### config.mk
export PLATFORM = sky130hd
export DESIGN_NAME = run_slice_line_rasterizer
export DESIGN_NICKNAME = d
export VERILOG_FILES = /design/src/rslr_pkg.sv /design/src/rslr_div.sv /design/src/run_slice_line_rasterizer.sv
export SDC_FILE = /design/constraint.sdc
export NUM_CORES = 1
export LEC_CHECK = 0
export BUFFER_PORTS_ARGS = -buffer_cell sky130_fd_sc_hd__buf_4
export CAP_MARGIN = 30
export CORE_UTILIZATION = 50
export DETAILED_ROUTE_END_ITERATION = 10
export PLACE_DENSITY_LB_ADDON = 0.1
export REMOVE_ABC_BUFFERS = 1
export SLEW_MARGIN = 40
export SYNTH_ARGS = -nofsm -noshare
export SYNTH_HDL_FRONTEND = slang
export SYNTH_SLANG_ARGS = --single-unit
### constraint.sdc
create_clock -name clk -period 7.39 [get_ports clk]
set_clock_uncertainty 0.15 [all_clocks]
set_input_delay 1.1085 -clock clk [delete_from_list [all_inputs] [get_ports clk]]
set_output_delay 1.1085 -clock clk [all_outputs]
set_load 0.03 [all_outputs]
### src/rslr_pkg.sv
package rslr_pkg;

  // Fixed width of the coordinate fields on the ports
  localparam int FIELD_W = 12;

  // Default internal coordinate width
  localparam int COORD_BITS_DEF = 12;

  // Transaction function codes
  localparam logic FUNC_LOAD = 1'b0;
  localparam logic FUNC_STEP = 1'b1;

  typedef struct packed {
    logic               func;
    logic [FIELD_W-1:0] start_x;
    logic [FIELD_W-1:0] start_y;
    logic [FIELD_W-1:0] end_x;
    logic [FIELD_W-1:0] end_y;
  } in_item_t;

  typedef struct packed {
    logic               pixel_valid;
    logic [FIELD_W-1:0] pixel_x;
    logic [FIELD_W-1:0] pixel_y;
    logic               last_pixel;
  } out_item_t;

endpackage

### src/rslr_div.sv
module rslr_div #(
  parameter int WIDTH = rslr_pkg::COORD_BITS_DEF + 1
) (
  input  logic             clk,
  input  logic             rst_n,
  input  logic             start,
  input  logic [WIDTH-1:0] dividend,
  input  logic [WIDTH-1:0] divisor,
  output logic             done,
  output logic [WIDTH-1:0] quotient,
  output logic [WIDTH-1:0] remainder
);

  localparam int CNT_W = (WIDTH > 1) ? $clog2(WIDTH) : 1;

  logic             busy_r, busy_nxt;
  logic             done_r, done_nxt;
  logic [CNT_W-1:0] cnt_r, cnt_nxt;
  logic [WIDTH-1:0] quo_r, quo_nxt;
  logic [WIDTH-1:0] rem_r, rem_nxt;
  logic [WIDTH-1:0] div_r, div_nxt;
  logic [WIDTH:0]   trial;
  logic             fits;

  // One restoring step: shift in the next dividend bit, subtract if it fits
  assign trial = {rem_r, quo_r[WIDTH-1]};
  assign fits  = trial >= {1'b0, div_r};

  always_comb begin
    busy_nxt = busy_r;
    done_nxt = 1'b0;
    cnt_nxt  = cnt_r;
    quo_nxt  = quo_r;
    rem_nxt  = rem_r;
    div_nxt  = div_r;
    if (start) begin
      busy_nxt = 1'b1;
      cnt_nxt  = CNT_W'(WIDTH - 1);
      quo_nxt  = dividend;
      rem_nxt  = '0;
      div_nxt  = divisor;
    end else if (busy_r) begin
      rem_nxt = fits ? WIDTH'(trial - {1'b0, div_r}) : trial[WIDTH-1:0];
      quo_nxt = {quo_r[WIDTH-2:0], fits};
      cnt_nxt = cnt_r - 1'b1;
      if (cnt_r == '0) begin
        busy_nxt = 1'b0;
        done_nxt = 1'b1;
      end
    end
  end

  always_ff @(posedge clk) begin
    if (!rst_n) begin
      busy_r <= 1'b0;
      done_r <= 1'b0;
      cnt_r  <= '0;
    end else begin
      busy_r <= busy_nxt;
      done_r <= done_nxt;
      cnt_r  <= cnt_nxt;
    end
    quo_r <= quo_nxt;
    rem_r <= rem_nxt;
    div_r <= div_nxt;
  end

  assign done      = done_r;
  assign quotient  = quo_r;
  assign remainder = rem_r;

endmodule

### src/run_slice_line_rasterizer.sv
// Step transaction: one per cycle while idle and the output register can move; its pixel appears
// in the output register the next cycle. Axis-aligned load: the block stays idle. Sloped load: no new
// transaction until the restoring divider (one quotient bit per cycle) is done.
// Reset is synchronous, active low: clears state, active flag and output valid;
// segment and payload registers keep their contents.
module run_slice_line_rasterizer #(
  parameter int COORD_BITS = rslr_pkg::COORD_BITS_DEF
) (
  input  logic                clk,
  input  logic                rst_n,
  input  logic                in_valid,
  output logic                in_ready,
  input  rslr_pkg::in_item_t  in_data,
  output logic                out_valid,
  input  logic                out_ready,
  output rslr_pkg::out_item_t out_data
);

  localparam int CW = COORD_BITS;
  localparam int RW = COORD_BITS + 1;

  localparam logic ST_IDLE = 1'b0;
  localparam logic ST_DIV  = 1'b1;

  logic state_r, state_nxt;
  logic active_r, active_nxt;
  logic out_valid_r, out_valid_nxt;
  rslr_pkg::out_item_t out_data_r, out_data_nxt;

  logic [CW-1:0] cur_x_r, cur_x_nxt, cur_y_r, cur_y_nxt;
  logic [CW-1:0] tgt_x_r, tgt_x_nxt, tgt_y_r, tgt_y_nxt;
  logic          neg_x_r, neg_x_nxt, neg_y_r, neg_y_nxt;
  logic          x_major_r, x_major_nxt;
  logic [RW-1:0] base_run_r, base_run_nxt;
  logic [RW-1:0] run_rem_r, run_rem_nxt;
  logic [RW-1:0] minor_r, minor_nxt;
  logic [RW-1:0] err_r, err_nxt;
  logic [RW-1:0] left_r, left_nxt;

  logic          accept, is_load, is_step;
  logic [CW-1:0] sx, sy, ex, ey;
  logic [RW-1:0] adx, ady, maj, mnr;
  logic          div_start, div_done;
  logic [RW-1:0] div_quo, div_rem;
  logic [RW:0]   err_sum;
  logic          last;
  logic [CW-1:0] step_x, step_y;

  // Take a transaction only when idle and the output register can move
  assign in_ready = (state_r == ST_IDLE) && (!out_valid_r || out_ready);
  assign accept   = in_valid && in_ready;
  assign is_load  = accept && (in_data.func == rslr_pkg::FUNC_LOAD);
  assign is_step  = accept && (in_data.func == rslr_pkg::FUNC_STEP);

  // Drop input bits above the coordinate width
  assign sx = CW'(in_data.start_x);
  assign sy = CW'(in_data.start_y);
  assign ex = CW'(in_data.end_x);
  assign ey = CW'(in_data.end_y);

  // Inclusive spans of a sloped segment
  assign adx = (sx > ex) ? RW'(sx - ex) + 1'b1 : RW'(ex - sx) + 1'b1;
  assign ady = (sy > ey) ? RW'(sy - ey) + 1'b1 : RW'(ey - sy) + 1'b1;
  assign maj = (adx >= ady) ? adx : ady;
  assign mnr = (adx >= ady) ? ady : adx;

  assign div_start = is_load && (sx != ex) && (sy != ey);

  rslr_div #(.WIDTH(RW)) u_div (
    .clk       (clk),
    .rst_n     (rst_n),
    .start     (div_start),
    .dividend  (maj),
    .divisor   (mnr),
    .done      (div_done),
    .quotient  (div_quo),
    .remainder (div_rem)
  );

  // Step arithmetic: next positions and remainder accumulation
  assign last    = (cur_x_r == tgt_x_r) && (cur_y_r == tgt_y_r);
  assign step_x  = neg_x_r ? cur_x_r - 1'b1 : cur_x_r + 1'b1;
  assign step_y  = neg_y_r ? cur_y_r - 1'b1 : cur_y_r + 1'b1;
  assign err_sum = {1'b0, err_r} + {1'b0, run_rem_r};

  always_comb begin
    state_nxt     = state_r;
    active_nxt    = active_r;
    out_valid_nxt = out_valid_r;
    out_data_nxt  = out_data_r;
    cur_x_nxt     = cur_x_r;
    cur_y_nxt     = cur_y_r;
    tgt_x_nxt     = tgt_x_r;
    tgt_y_nxt     = tgt_y_r;
    neg_x_nxt     = neg_x_r;
    neg_y_nxt     = neg_y_r;
    x_major_nxt   = x_major_r;
    base_run_nxt  = base_run_r;
    run_rem_nxt   = run_rem_r;
    minor_nxt     = minor_r;
    err_nxt       = err_r;
    left_nxt      = left_r;

    // Drain the output register
    if (out_valid_r && out_ready) begin
      out_valid_nxt = 1'b0;
    end

    case (state_r)
      ST_IDLE: begin
        if (is_load) begin
          active_nxt  = 1'b1;
          err_nxt     = '0;
          run_rem_nxt = '0;
          neg_x_nxt   = 1'b0;
          neg_y_nxt   = 1'b0;
          minor_nxt   = RW'(1);
          if (sx == ex) begin
            x_major_nxt  = 1'b0;
            cur_x_nxt    = sx;
            tgt_x_nxt    = sx;
            cur_y_nxt    = (sy < ey) ? sy : ey;
            tgt_y_nxt    = (sy < ey) ? ey : sy;
            base_run_nxt = (sy < ey) ? RW'(ey - sy) + 1'b1 : RW'(sy - ey) + 1'b1;
            left_nxt     = base_run_nxt;
          end else if (sy == ey) begin
            x_major_nxt  = 1'b1;
            cur_y_nxt    = sy;
            tgt_y_nxt    = sy;
            cur_x_nxt    = (sx < ex) ? sx : ex;
            tgt_x_nxt    = (sx < ex) ? ex : sx;
            base_run_nxt = (sx < ex) ? RW'(ex - sx) + 1'b1 : RW'(sx - ex) + 1'b1;
            left_nxt     = base_run_nxt;
          end else begin
            neg_x_nxt   = sx > ex;
            neg_y_nxt   = sy > ey;
            x_major_nxt = adx >= ady;
            cur_x_nxt   = sx;
            cur_y_nxt   = sy;
            tgt_x_nxt   = ex;
            tgt_y_nxt   = ey;
            minor_nxt   = mnr;
            state_nxt   = ST_DIV;
          end
        end else if (is_step) begin
          out_valid_nxt = 1'b1;
          out_data_nxt  = '0;
          if (active_r) begin
            out_data_nxt.pixel_valid = 1'b1;
            out_data_nxt.pixel_x     = rslr_pkg::FIELD_W'(cur_x_r);
            out_data_nxt.pixel_y     = rslr_pkg::FIELD_W'(cur_y_r);
            out_data_nxt.last_pixel  = last;
            if (last) begin
              active_nxt = 1'b0;
            end else if (left_r > RW'(1)) begin
              // Stay in the run: advance the major axis only
              left_nxt = left_r - 1'b1;
              if (x_major_r) begin
                cur_x_nxt = step_x;
              end else begin
                cur_y_nxt = step_y;
              end
            end else begin
              // Run boundary: diagonal move, start the next run
              cur_x_nxt = step_x;
              cur_y_nxt = step_y;
              if (err_sum >= {1'b0, minor_r}) begin
                err_nxt  = RW'(err_sum - {1'b0, minor_r});
                left_nxt = base_run_r + 1'b1;
              end else begin
                err_nxt  = err_sum[RW-1:0];
                left_nxt = base_run_r;
              end
            end
          end
        end
      end
      ST_DIV: begin
        // Remainder is below the minor count, so the first run gets no extra pixel
        if (div_done) begin
          base_run_nxt = div_quo;
          run_rem_nxt  = div_rem;
          err_nxt      = div_rem;
          left_nxt     = div_quo;
          state_nxt    = ST_IDLE;
        end
      end
      default: begin
        state_nxt = ST_IDLE;
      end
    endcase
  end

  always_ff @(posedge clk) begin
    if (!rst_n) begin
      state_r     <= ST_IDLE;
      active_r    <= 1'b0;
      out_valid_r <= 1'b0;
    end else begin
      state_r     <= state_nxt;
      active_r    <= active_nxt;
      out_valid_r <= out_valid_nxt;
    end
    out_data_r <= out_data_nxt;
    cur_x_r    <= cur_x_nxt;
    cur_y_r    <= cur_y_nxt;
    tgt_x_r    <= tgt_x_nxt;
    tgt_y_r    <= tgt_y_nxt;
    neg_x_r    <= neg_x_nxt;
    neg_y_r    <= neg_y_nxt;
    x_major_r  <= x_major_nxt;
    base_run_r <= base_run_nxt;
    run_rem_r  <= run_rem_nxt;
    minor_r    <= minor_nxt;
    err_r      <= err_nxt;
    left_r     <= left_nxt;
  end

  assign out_valid = out_valid_r;
  assign out_data  = out_data_r;

endmodule

==> results.md, run 1 <==
* Clock root cell: clkbuf_16
* CTS Buf Count at 17
* Synth Warn # at 0
* Via density at approximately 5.7
* Worst vdd ir at ~0.19 mV
* Synth cell types at 89
* Final setup viols at 0
* Largest cells by area after synthesis: edfxtp_1 32%, ha_1 13%, xnor2_1 4.0%, xor2_1 3.7%, o21ai_0 3.7%
* Most frequent cells in the layout: 168 x edfxtp_1, 162 x ha_1, 153 x nand2_1
* Worst-Skew Late Latency at 0.48 ns
* Syn Std Cell Area at 15700 µm²
* PwrDens at 247 nW/µm²
* Routed wire length per instance at between 15 and 20 µm
* Fillers at about 2.8k
* Post-CTS resize count at 0
* Compound-Gate Fraction of Synth Area at 16.9%
* Endpoints failing hold at 0
* Crit path kind: primary input to register
* Placed cell areas at 16700 µm²
* Largest net degree at the start of global routing at 66
* Area leader, netlist: edfxtp_1
* RSZ-0062 raised after global routing: no
* # rows at 64
* Nets@finish at 1975
* Global-route wire length before repair at 65100 µm
* Area growth syn-to-layout at 10.3%
* CTS HTree Levels at 4
* Hold buffer count at cts at 0
* DR vias at 12.3k
* IO Count at 81
* Antenna diode instance count at 0
* I/O Buffers at 80
* Router iterations before antenna repair at 8
* Main combinational cell family by area after synthesis: compound AO/OA/AOI/OAI gates
* Die area at 32200 µm²
* Failing checks: design-rule violations
* Post-synthesis mux area share at 4.72%
* Synth Area in XOR/XNOR at a little under 8%
* GR Overflow Total at 0
* Chip Width at approximately 180 µm
* Drc violations at 10
* Final Util at a little under three fifths
* Vias in the first global route at 11.9k
* Mean post-synth cell area at 9.38 µm²
* Core ar. at 30700 µm²
* F_max at between 150 and 200 MHz
* Post-synthesis simple-gate area fraction at 15.4%
* CP Launch Type: primary input
* Top-area cell type share of the netlist area at 32.0%
* Setup TNS Final at 0 ns
* Async SR Flop Fraction at 0%
* Critical Path RT at 7.55 ns
* Post-CTS setup buffer count at 0
* Synth Register Bits at 190
* CTS Buffer Depth at 2
* Max-Cap Viols at 0
* HPWL Detailed at 31900 µm
* GRT Total Usage at between 20% and 30%
* Initial Utilization at between 50% and 60%
* Final Cycle Share at 83.2%
* Status: finished with violations
* Top_reg_cell synth: edfxtp_1
* Routed Wire Length at 40800 µm
* Worst setup EP type: register
* Crit path max fanout at 16
* DRT iter0 DRCs at 992
* Register area share after synthesis at a little over a third
* Final Wtd Congestion at between 0.9 and 1
* Clk slew on worst S/H paths at around 0.080 ns
* Most common cell after layout, fill and taps aside: edfxtp_1
* Synth Instances at 1679
* Leak at 7.45 nW
* Final ANT Viol Nets at 0
* Sink Count at 190
* Final min period at 6.15 ns
* Post-synth EDFFs at 168
* Adder-cell share of the synthesized area at about 16%
* Initial antenna violation count at 0
* Worst-Margin Slew at 0.782 ns
* TritonCTS clock tree: done
* Power Total at 4.28 mW
* Min-Delay Path Depth at 2
* Slew HR at 47.9%
* Hold Path Class: register to register
* Die Ht at 179 µm
* Final instance area at 17400 µm²
* R2R cell count at 19
* Share of cells above drive strength 1 at about 11%
* Slew Limit Fails at 0
* Worst EP arrival at 6.31 ns
==> final timing paths <==
check,endpoint,from,slack (ns)
max,u_div.quotient[4],in_data[17],1.24
min,u_div.remainder[0],u_div.remainder[0],0.35
max reg2reg,left_r[8],run_rem_r[0],2.04
min reg2reg,u_div.remainder[0],u_div.remainder[0],0.35
==> Yosys cell counts, types with 4 or more instances <==
cell and count:
edfxtp_1 168, a211oi_2 4, nor3b_1 4, nor3_1 20, inv_1 136, mux2i_1 54
and2_1 47, nand3_1 26, or3_1 4, o211ai_1 8, a21oi_1 101, nor2_1 126
buf_2 23, a31oi_1 11, and3_1 7, o31ai_1 13, mux2_2 18, a31o_2 6
xnor2_1 72, dfxtp_1 22, nand4_1 12, or2_2 4, fa_1 19, a41oi_1 4
o2111ai_1 6, xor2_1 67, nand2_1 153, and4_1 5, ha_1 162, o22ai_1 4
a21o_1 30, a21boi_0 13, nor2b_1 32, a211oi_1 10, o21a_1 12, nand2b_1 23
o21ai_0 115, o21bai_1 15, clkbuf_1 26, nor4_1 14
==> area by class of cell <==
class	count	area, µm²	share of cell area (%)
clock inverters	15	186	1.07
multi-input cells	1295	9510	54.8
flip-flops and latches	190	5490	31.6
well taps	396	495	2.85
clock buffers	17	425	2.45
repair buffers	97	728	4.20
inverters	140	527	3.03
==> layer usage <==
| layer | up-vias | track usage [%] | routed length [µm] |
|---|---|---|---|
| met5 | - | 0 | 0 |
| met4 | 0 | 5.03 | 354 |
| met3 | 30 | 4.09 | 2230 |
| met2 | 302 | 39.7 | 17900 |
| met1 | 5852 | 38.6 | 20300 |
| li1 | 6123 | - | - |
==> power breakdown <==
group	total, mW	switching [mW]	internal [mW]
clock network	0.985	0.494	0.491
registers	1.44	0.0903	1.35
logic	1.85	1.07	0.782
==> per-stage QoR <==
stage | hold slack [ns] | setup slack (ns) | std cells
final | 0.352 | 1.24 | 2150
after global placement | 0.327 | 1.05 | 2118
after CTS | 0.351 | 1.37 | 2150
after floorplan | 0.314 | 1.20 | 1625
after detailed placement | 0.335 | 0.917 | 2118
after global routing | 0.369 | 0.910 | 2150
==> sequential cells by signal, summed over array words and instances, names as in the netlist, 4 cells and up <==
name	flops
u_div.remainder	13
tgt_y_r	12
run_rem_r	13
u_div.cnt_r	4
cur_x_r	12
base_run_r	13
u_div.div_r	13
tgt_x_r	12
out_data	26
u_div.quotient	13
cur_y_r	12
err_r	13
minor_r	13
left_r	13
==> logic make-up after synthesis <==
logic type      after synthesis
simple gates                493
flops                       190
xor+xnor                    139
mux                          72
buf+inv                     194
fa+ha+maj                   185
compound gates              406
==> worst max-delay path, stage by stage <==
cell and delay (ns):
buf_4 0.11, inv_1 0.04, ha_1 0.35, ha_1 0.43, o31ai_1 0.36, and2_1 0.18
a21oi_1 0.08, maj3_1 0.41, a211oi_1 0.32, nor2_1 0.10, mux2i_1 0.34, inv_1 0.08
ha_1 0.32, a21o_1 0.16, a21o_1 0.16, a221oi_1 0.29, o21a_1 0.62, buf_4 0.31
mux2_2 0.35, o21ai_0 0.16
(Power assumes the default switching activity.)
==> run 2, diff against run 1 <==
--- a/config.mk
+++ b/config.mk
@@ -5,6 +5,7 @@
 export SDC_FILE = /design/constraint.sdc
 export NUM_CORES = 1
 export LEC_CHECK = 0
+export ABC_AREA = 1
 export BUFFER_PORTS_ARGS = -buffer_cell sky130_fd_sc_hd__buf_4
 export CAP_MARGIN = 30
 export CORE_UTILIZATION = 50
==> constraint.sdc (replaced) <==
create_clock -name clk -period 5.3 [get_ports clk]
set_clock_uncertainty 0.15 [all_clocks]
set_input_delay 0.795 -clock clk [delete_from_list [all_inputs] [get_ports clk]]
set_output_delay 0.795 -clock clk [all_outputs]
set_load 0.03 [all_outputs]
==> run 2 against run 1 <==
  * The flow now finishes without violations
  * Register-to-register slack worse by 0.96 ns
  * Clock power is 46% higher
  * Synthesized cell count is 36% higher
  * Setup slack worse by 0.61 ns
  * Flip-flop and latch count stayed put
  * Critical endpoint is now u_div.div_r[2]
==> results.md, run 2 <==
* Worst-Margin Slew at 0.771 ns (-0.0101 ns)
* I/O Buffers at 80 (unchanged)
* TritonCTS clock tree: done
* Setup ws final at 0.633 ns (-0.608 ns)
* GR Overflow Total at 0 (unchanged)
* Initial Utilization at 51.3% (+0.11 points)
* Sink Count at 190 (unchanged)
* Share of cells above drive strength 1 at 8.50% (-2.3 points)
* Largest net degree at the start of global routing at 85 (+29%)
* Final instance area at 18600 µm² (+6.9%)
* Die Ht at 186 µm (+3.5%)
* Mean post-synth cell area at 7.36 µm² (-22%)
* Worst-Skew Late Latency at 0.46 ns (-0.02 ns)
* Endpoints failing hold at 0 (unchanged)
* CTS Buf Count at 17 (unchanged)
* Register area share after synthesis at 32.5% (-2.3 points)
* Crit path cell chain: buf_4 > inv_1 > ha_1 > inv_1 > nor3_4 > nand3_1 > nand2_4 > inv_4 > nand3_1 > nand2_1 > inv_1 > ha_1 > a21oi_1 > o21ai_0 > a21oi_1 > nand3b_1 > buf_4 > o21ai_0 > inv_1
* Crit path kind: primary input to register
* Worst EP arrival at 4.71 ns (-1.60 ns)
* DRT iter0 DRCs at 1441 (+45%)
* RSZ-0062 raised after global routing: no
* DR vias at 15.4k (+25%)
* Worst vdd ir at 0.262 mV (+41%)
* Synth cell types at 56 (-37%)
* CTS Buffer Depth at 2 (unchanged)
* Delay-heaviest family, CP: simple AND/OR/NAND/NOR gates
* R2R cell count at 19 (unchanged)
* Top_reg_cell synth: edfxtp_1
* Placed cell areas at 17900 µm² (+7.0%)
* Slew Limit Fails at 0 (unchanged)
* Worst hold slack at 0.358 ns (+0.00599 ns)
* # rows at 66 (+3.1%)
* Crit path max fanout at 17 (+1)
* Chip Width at 186 µm (+3.5%)
* Final ANT Viol Nets at 0 (unchanged)
* Final setup viols at 0 (unchanged)
* Router iterations before antenna repair at 5 (-3)
* Area leader, netlist: edfxtp_1
* Critical Path Stages at 19 (-5.0%)
* Routed Wire Length at 50900 µm (+25%)
* Most frequent cells in the layout: 601 x nand2_1, 360 x inv_1, 179 x nand3_1
* Final Wtd Congestion at 1.01 (+11%)
* Post-CTS resize count at 0 (unchanged)
* Clock root cell: clkbuf_16
* CP Launch Type: primary input
* Register area at 5490 µm² (unchanged)
* Hold buffer count at cts at 0 (unchanged)
* Nets@finish at 2598 (+32%)
* Core ar. at 32900 µm² (+6.9%)
* Leak at 9.15 nW (+23%)
* Fillers at 3207 (+13%)
* Slew HR at 48.6% (+0.68 points)
* PwrDens at 307 nW/µm² (+24%)
* Initial antenna violation count at 0 (unchanged)
* Max-Cap Viols at 0 (unchanged)
* Critical Path RT at 5.35 ns (-2.20 ns)
* Synth Warn # at 0 (unchanged)
* HPWL Detailed at 41100 µm (+29%)
* Syn Std Cell Area at 16900 µm² (+7.1%)
* Power Total at 5.70 mW (+33%)
* Max incr delay on CP at 0.53 ns (-0.09 ns)
* CP max stage cell: o21ai_0
* IO Count at 81 (unchanged)
* F_max at about 210 MHz
* GRT Total Usage at 30.5% (+4.6 points)
* Via density at 5.46 (-4.6%)
* Min-Delay Path Depth at 2 (unchanged)
* Max FFs per register at 26 (unchanged)
* Setup TNS Final at 0 ns (unchanged)
* Post-CTS setup buffer count at 0 (unchanged)
* Inst Count DP at 2787 (+32%)
* Final min period at 4.67 ns
* Top-area cell type share of the netlist area at 29.9% (-2.1 points)
* Area of the multi-input gates at 9720 µm² (+2.2%)
* CP bufs+invs at 7 (+3)
* Top-count cell post-synth: nand2_1
* Status: finished, final reports clean
* Async SR Flop Fraction at 0% (unchanged)
* Antenna diode instance count at 0 (unchanged)
* Clk slew on worst S/H paths at 0.07 ns (about the same)
* Vias in the first global route at 14.3k (+21%)
* Final Util at 56.5% (about the same)
* Synth Instances at 2291 (+36%)
* Pre-CTS WS at 0.262 ns (-0.655 ns)
* CTS HTree Levels at 4 (unchanged)
* Die area at 34500 µm² (+7.0%)
* Post-synth EDFFs at 168 (unchanged)
* Final Cycle Share at approximately 88%
* Hold Path Class: register to register
* Synth Register Bits at 190 (unchanged)
* Synth top cells by count: 601 x nand2_1, 360 x inv_1, 180 x nand3_1
* Finished Layout Cells at 2819 (+31%)
* Area growth syn-to-layout at 10.1%
* Global-route wire length before repair at 79600 µm (+22%)
* Drc violations at 0 (-10)
* Routed wire length per instance at 18.1 µm (-4.8%)
* Largest cells by area after synthesis: edfxtp_1 30%, nand2_1 13%, ha_1 12%, inv_1 8.0%, nand3_1 5.3%
* Most common cell after layout, fill and taps aside: nand2_1
* Worst setup EP type: register
* Most frequent CP cell: inv_1
## run 2: cell count changes in the layout (fill, tap and decap cells not counted), sizes merged, moves of 43 or more
cell,before,now
o21ai,118,185
and2,47,4
nand3,26,186
mux2i,54,0
nand2,154,610
inv,147,376
## run 2: kinds of logic after synthesis
family	after synthesis	share of synthesized area (%)
AO/OA/AOI/OAI	370	12.1
buffers and inverters	418	9.89
adder cells (fa/ha/maj)	181	14.3
AND/OR/NAND/NOR	1048	26.9
XOR/XNOR	84	4.36
flip-flops	190	32.5
## run 2: path summary, 6_finish.rpt
| kind | from | to | slack (ns) |
|---|---|---|---|
| worst min-delay path | u_div.remainder[1] | u_div.remainder[1] | 0.36 |
| worst max register to register | run_rem_r[0] | err_r[11] | 1.08 |
| worst max-delay path | in_data[0] | u_div.div_r[2] | 0.63 |
| worst min register to register | u_div.remainder[1] | u_div.remainder[1] | 0.36 |
## run 2: cell type report
type	instances	share of cell area, %
multi-input cells	1683	52.4
flip-flops and latches	190	29.6
inverters	372	7.54
repair buffers	100	4.06
well taps	442	2.98
clock buffers	17	2.29
clock inverters	15	1.21
## run 2: power breakdown
part / leakage (nW) / internal (mW) / switching, mW / total (mW)
Sequential: 1.74 / 1.84 / 0.0904 / 1.93
Clock: 0.311 / 0.807 / 0.636 / 1.44
Combinational: 7.10 / 0.789 / 1.53 / 2.32
Total: 9.15 / 3.44 / 2.26 / 5.70
## run 2: per-layer routing
metal	track usage, %	wire (µm)	vias up
met4	6.10	690	0
met3	4.34	3360	38
met1	44.8	24800	7235
met2	47.3	22100	448
li1	-	-	7676
met5	0	0	-
## run 2: worst register-to-register path, delay by kind of cell (launching register included)
kind / cells / cell delay, ns
simple gates: 9 / 1.06
fa+ha+maj: 3 / 1.01
xor+xnor: 1 / 0.20
flops: 1 / 0.38
buf+inv: 3 / 0.53
compound gates: 3 / 0.63
==> run 3, diff against run 2 <==
--- a/config.mk
+++ b/config.mk
@@ -8,7 +8,7 @@
 export ABC_AREA = 1
 export BUFFER_PORTS_ARGS = -buffer_cell sky130_fd_sc_hd__buf_4
 export CAP_MARGIN = 30
-export CORE_UTILIZATION = 50
+export CORE_UTILIZATION = 55
 export DETAILED_ROUTE_END_ITERATION = 10
 export PLACE_DENSITY_LB_ADDON = 0.1
 export REMOVE_ABC_BUFFERS = 1
==> run 3 against run 2 <==
  * Global-route usage up 2.5 points
  * Critical endpoint is now minor_r[0]
  * Largest power group unchanged
  * Register-to-register slack worse by 0.23 ns
  * Setup slack better by 0.044 ns
  * First-iteration DRC count up 20%
  * Die area down 9.0%
==> results.md, run 3 (synthesis results as in run 2) <==
* Status: finished, final reports clean
* GR Overflow Total at 0 (unchanged)
* Antenna diode instance count at 0 (unchanged)
* Die Ht at 177 µm (-4.6%)
* Final Cycle Share at 87.2% (-0.84 points)
* RSZ-0062 raised after global routing: no
* Chip Width at 177 µm (-4.6%)
* GRT Total Usage at 33.0% (+2.5 points)
* Hold buffer count at cts at 0 (unchanged)
* Nets@finish at 2600 (+0.077%)
* Power Total at 5.54 mW (-2.7%)
* # rows at 63 (-4.5%)
* CTS Buf Count at 17 (unchanged)
* Share of cells above drive strength 1 at 8.45% (-0.049 points)
* IO Count at 81 (unchanged)
* Max-Cap Viols at 0 (unchanged)
* CP max stage cell: fa_1
* Initial Utilization at 56.4% (+5.1 points)
* Post-CTS resize count at 0 (unchanged)
* Delay-heaviest family, CP: simple AND/OR/NAND/NOR gates
* Final ANT Viol Nets at 0 (unchanged)
* CTS Buffer Depth at 2 (unchanged)
* Post-CTS setup buffer count at 0 (unchanged)
* Max incr delay on CP at 0.40 ns (-0.13 ns)
* Sink Count at 190 (unchanged)
* DR vias at 15.5k (+0.91%)
* Initial antenna violation count at 0 (unchanged)
* Die area at 31400 µm² (-9.0%)
* Router iterations before antenna repair at 6 (+1)
* Clk slew on worst S/H paths at 0.07 ns (about the same)
* CP Launch Type: primary input
* Final Wtd Congestion at 1.02 (+0.63%)
* Via density at 5.61 (+2.7%)
* Worst-Skew Late Latency at 0.46 ns (about the same)
* Endpoints failing hold at 0 (unchanged)
* Final setup viols at 0 (unchanged)
* F_max at 216 MHz (+0.96%)
* CP bufs+invs at 7 (unchanged)
* Leak at 9.12 nW (-0.38%)
* Most common cell after layout, fill and taps aside: nand2_1
* Routed Wire Length at 50400 µm (-0.98%)
* Most frequent cells in the layout: 601 x nand2_1, 360 x inv_1, 179 x nand3_1
* Max FFs per register at 26 (unchanged)
* Slew Limit Fails at 0 (unchanged)
* Worst setup EP type: register
* PwrDens at 301 nW/µm² (-2.0%)
* CTS HTree Levels at 4 (unchanged)
* Global-route wire length before repair at 78500 µm (-1.3%)
* TritonCTS clock tree: done
* Slew HR at 50.1% (+1.5 points)
* Worst EP arrival at 4.68 ns (-0.03 ns)
* Vias in the first global route at 14.6k (+1.6%)
* Routed wire length per instance at 18.2 µm (+0.81%)
* Hold Path Class: register to register
* Core ar. at 29900 µm² (-9.1%)
* Crit path max fanout at 11 (-6)
* Crit path kind: primary input to register
* Critical Path RT at 5.36 ns (about the same)
* I/O Buffers at 80 (unchanged)
* DRT iter0 DRCs at 1733 (+20%)
* Clock root cell: clkbuf_16
* Final min period at 4.62 ns (-0.0444 ns)
* Setup TNS Final at 0 ns (unchanged)
* Area growth syn-to-layout at 9.28%
* Worst vdd ir at 0.242 mV (-7.5%)
* Placed cell areas at 17900 µm² (-0.29%)
* Largest net degree at the start of global routing at 85 (unchanged)
* Worst-Margin Slew at 0.749 ns (-0.0225 ns)
* HPWL Detailed at 40600 µm (-1.3%)
* Final instance area at 18400 µm² (-0.73%)
* Drc violations at 0 (unchanged)
## run 3: cell type report
cell class,count,area [µm²]
clock inverter,15,136
fill,2770,11400
sequential,190,5490
timing repair buffer,102,769
multi-input combinational,1683,9720
tap,390,488
inverter,372,1400
clock buffer,17,425
## run 3: through the flow
step	cells	utilization, %	hold slack (ns)	worst slack, ns
after floorplan	2245	-	0.307	0.229
after global routing	2769	61.7	0.375	0.422
after CTS	2769	61.7	0.357	0.792
after global placement	2737	59.8	0.332	0.284
final	2769	61.7	0.357	0.678
after detailed placement	2737	59.8	0.346	0.321
## run 3: path summary, 6_finish.rpt
path	startpoint	end	slack, ns	depth (start not counted)
max reg2reg	run_rem_r[0]	err_r[6]	0.85	18
max	in_data[13]	minor_r[0]	0.68	25
min reg2reg	u_div.remainder[6]	u_div.remainder[6]	0.36	2
min	u_div.remainder[6]	u_div.remainder[6]	0.36	2
## run 3: worst reg2reg max path: cells and delay by family (launching register included)
| kind | cells | cell delay (ns) |
|---|---|---|
| adder cells (fa/ha/maj) | 3 | 1.04 |
| buffers and inverters | 2 | 0.39 |
| XOR/XNOR | 1 | 0.23 |
| AO/OA/AOI/OAI | 3 | 0.68 |
| flip-flops | 1 | 0.39 |
| AND/OR/NAND/NOR | 9 | 1.32 |
## run 3: per-layer routing
layer  global-route usage, %  vias to the layer above  wire length [µm]
met2                    51.0                      575             22200
li1                        -                     7681                 -
met5                       0                        -                 0
met3                    6.14                       63              3770
met1                    46.6                     7218             23300
met4                    9.81                        0              1240
## run 3: where the power goes
group | switching [mW] | total [mW] | leakage (nW) | internal (mW)
Sequential | 0.0901 | 1.93 | 1.74 | 1.84
Combinational | 1.54 | 2.33 | 7.11 | 0.789
Clock | 0.626 | 1.28 | 0.265 | 0.655
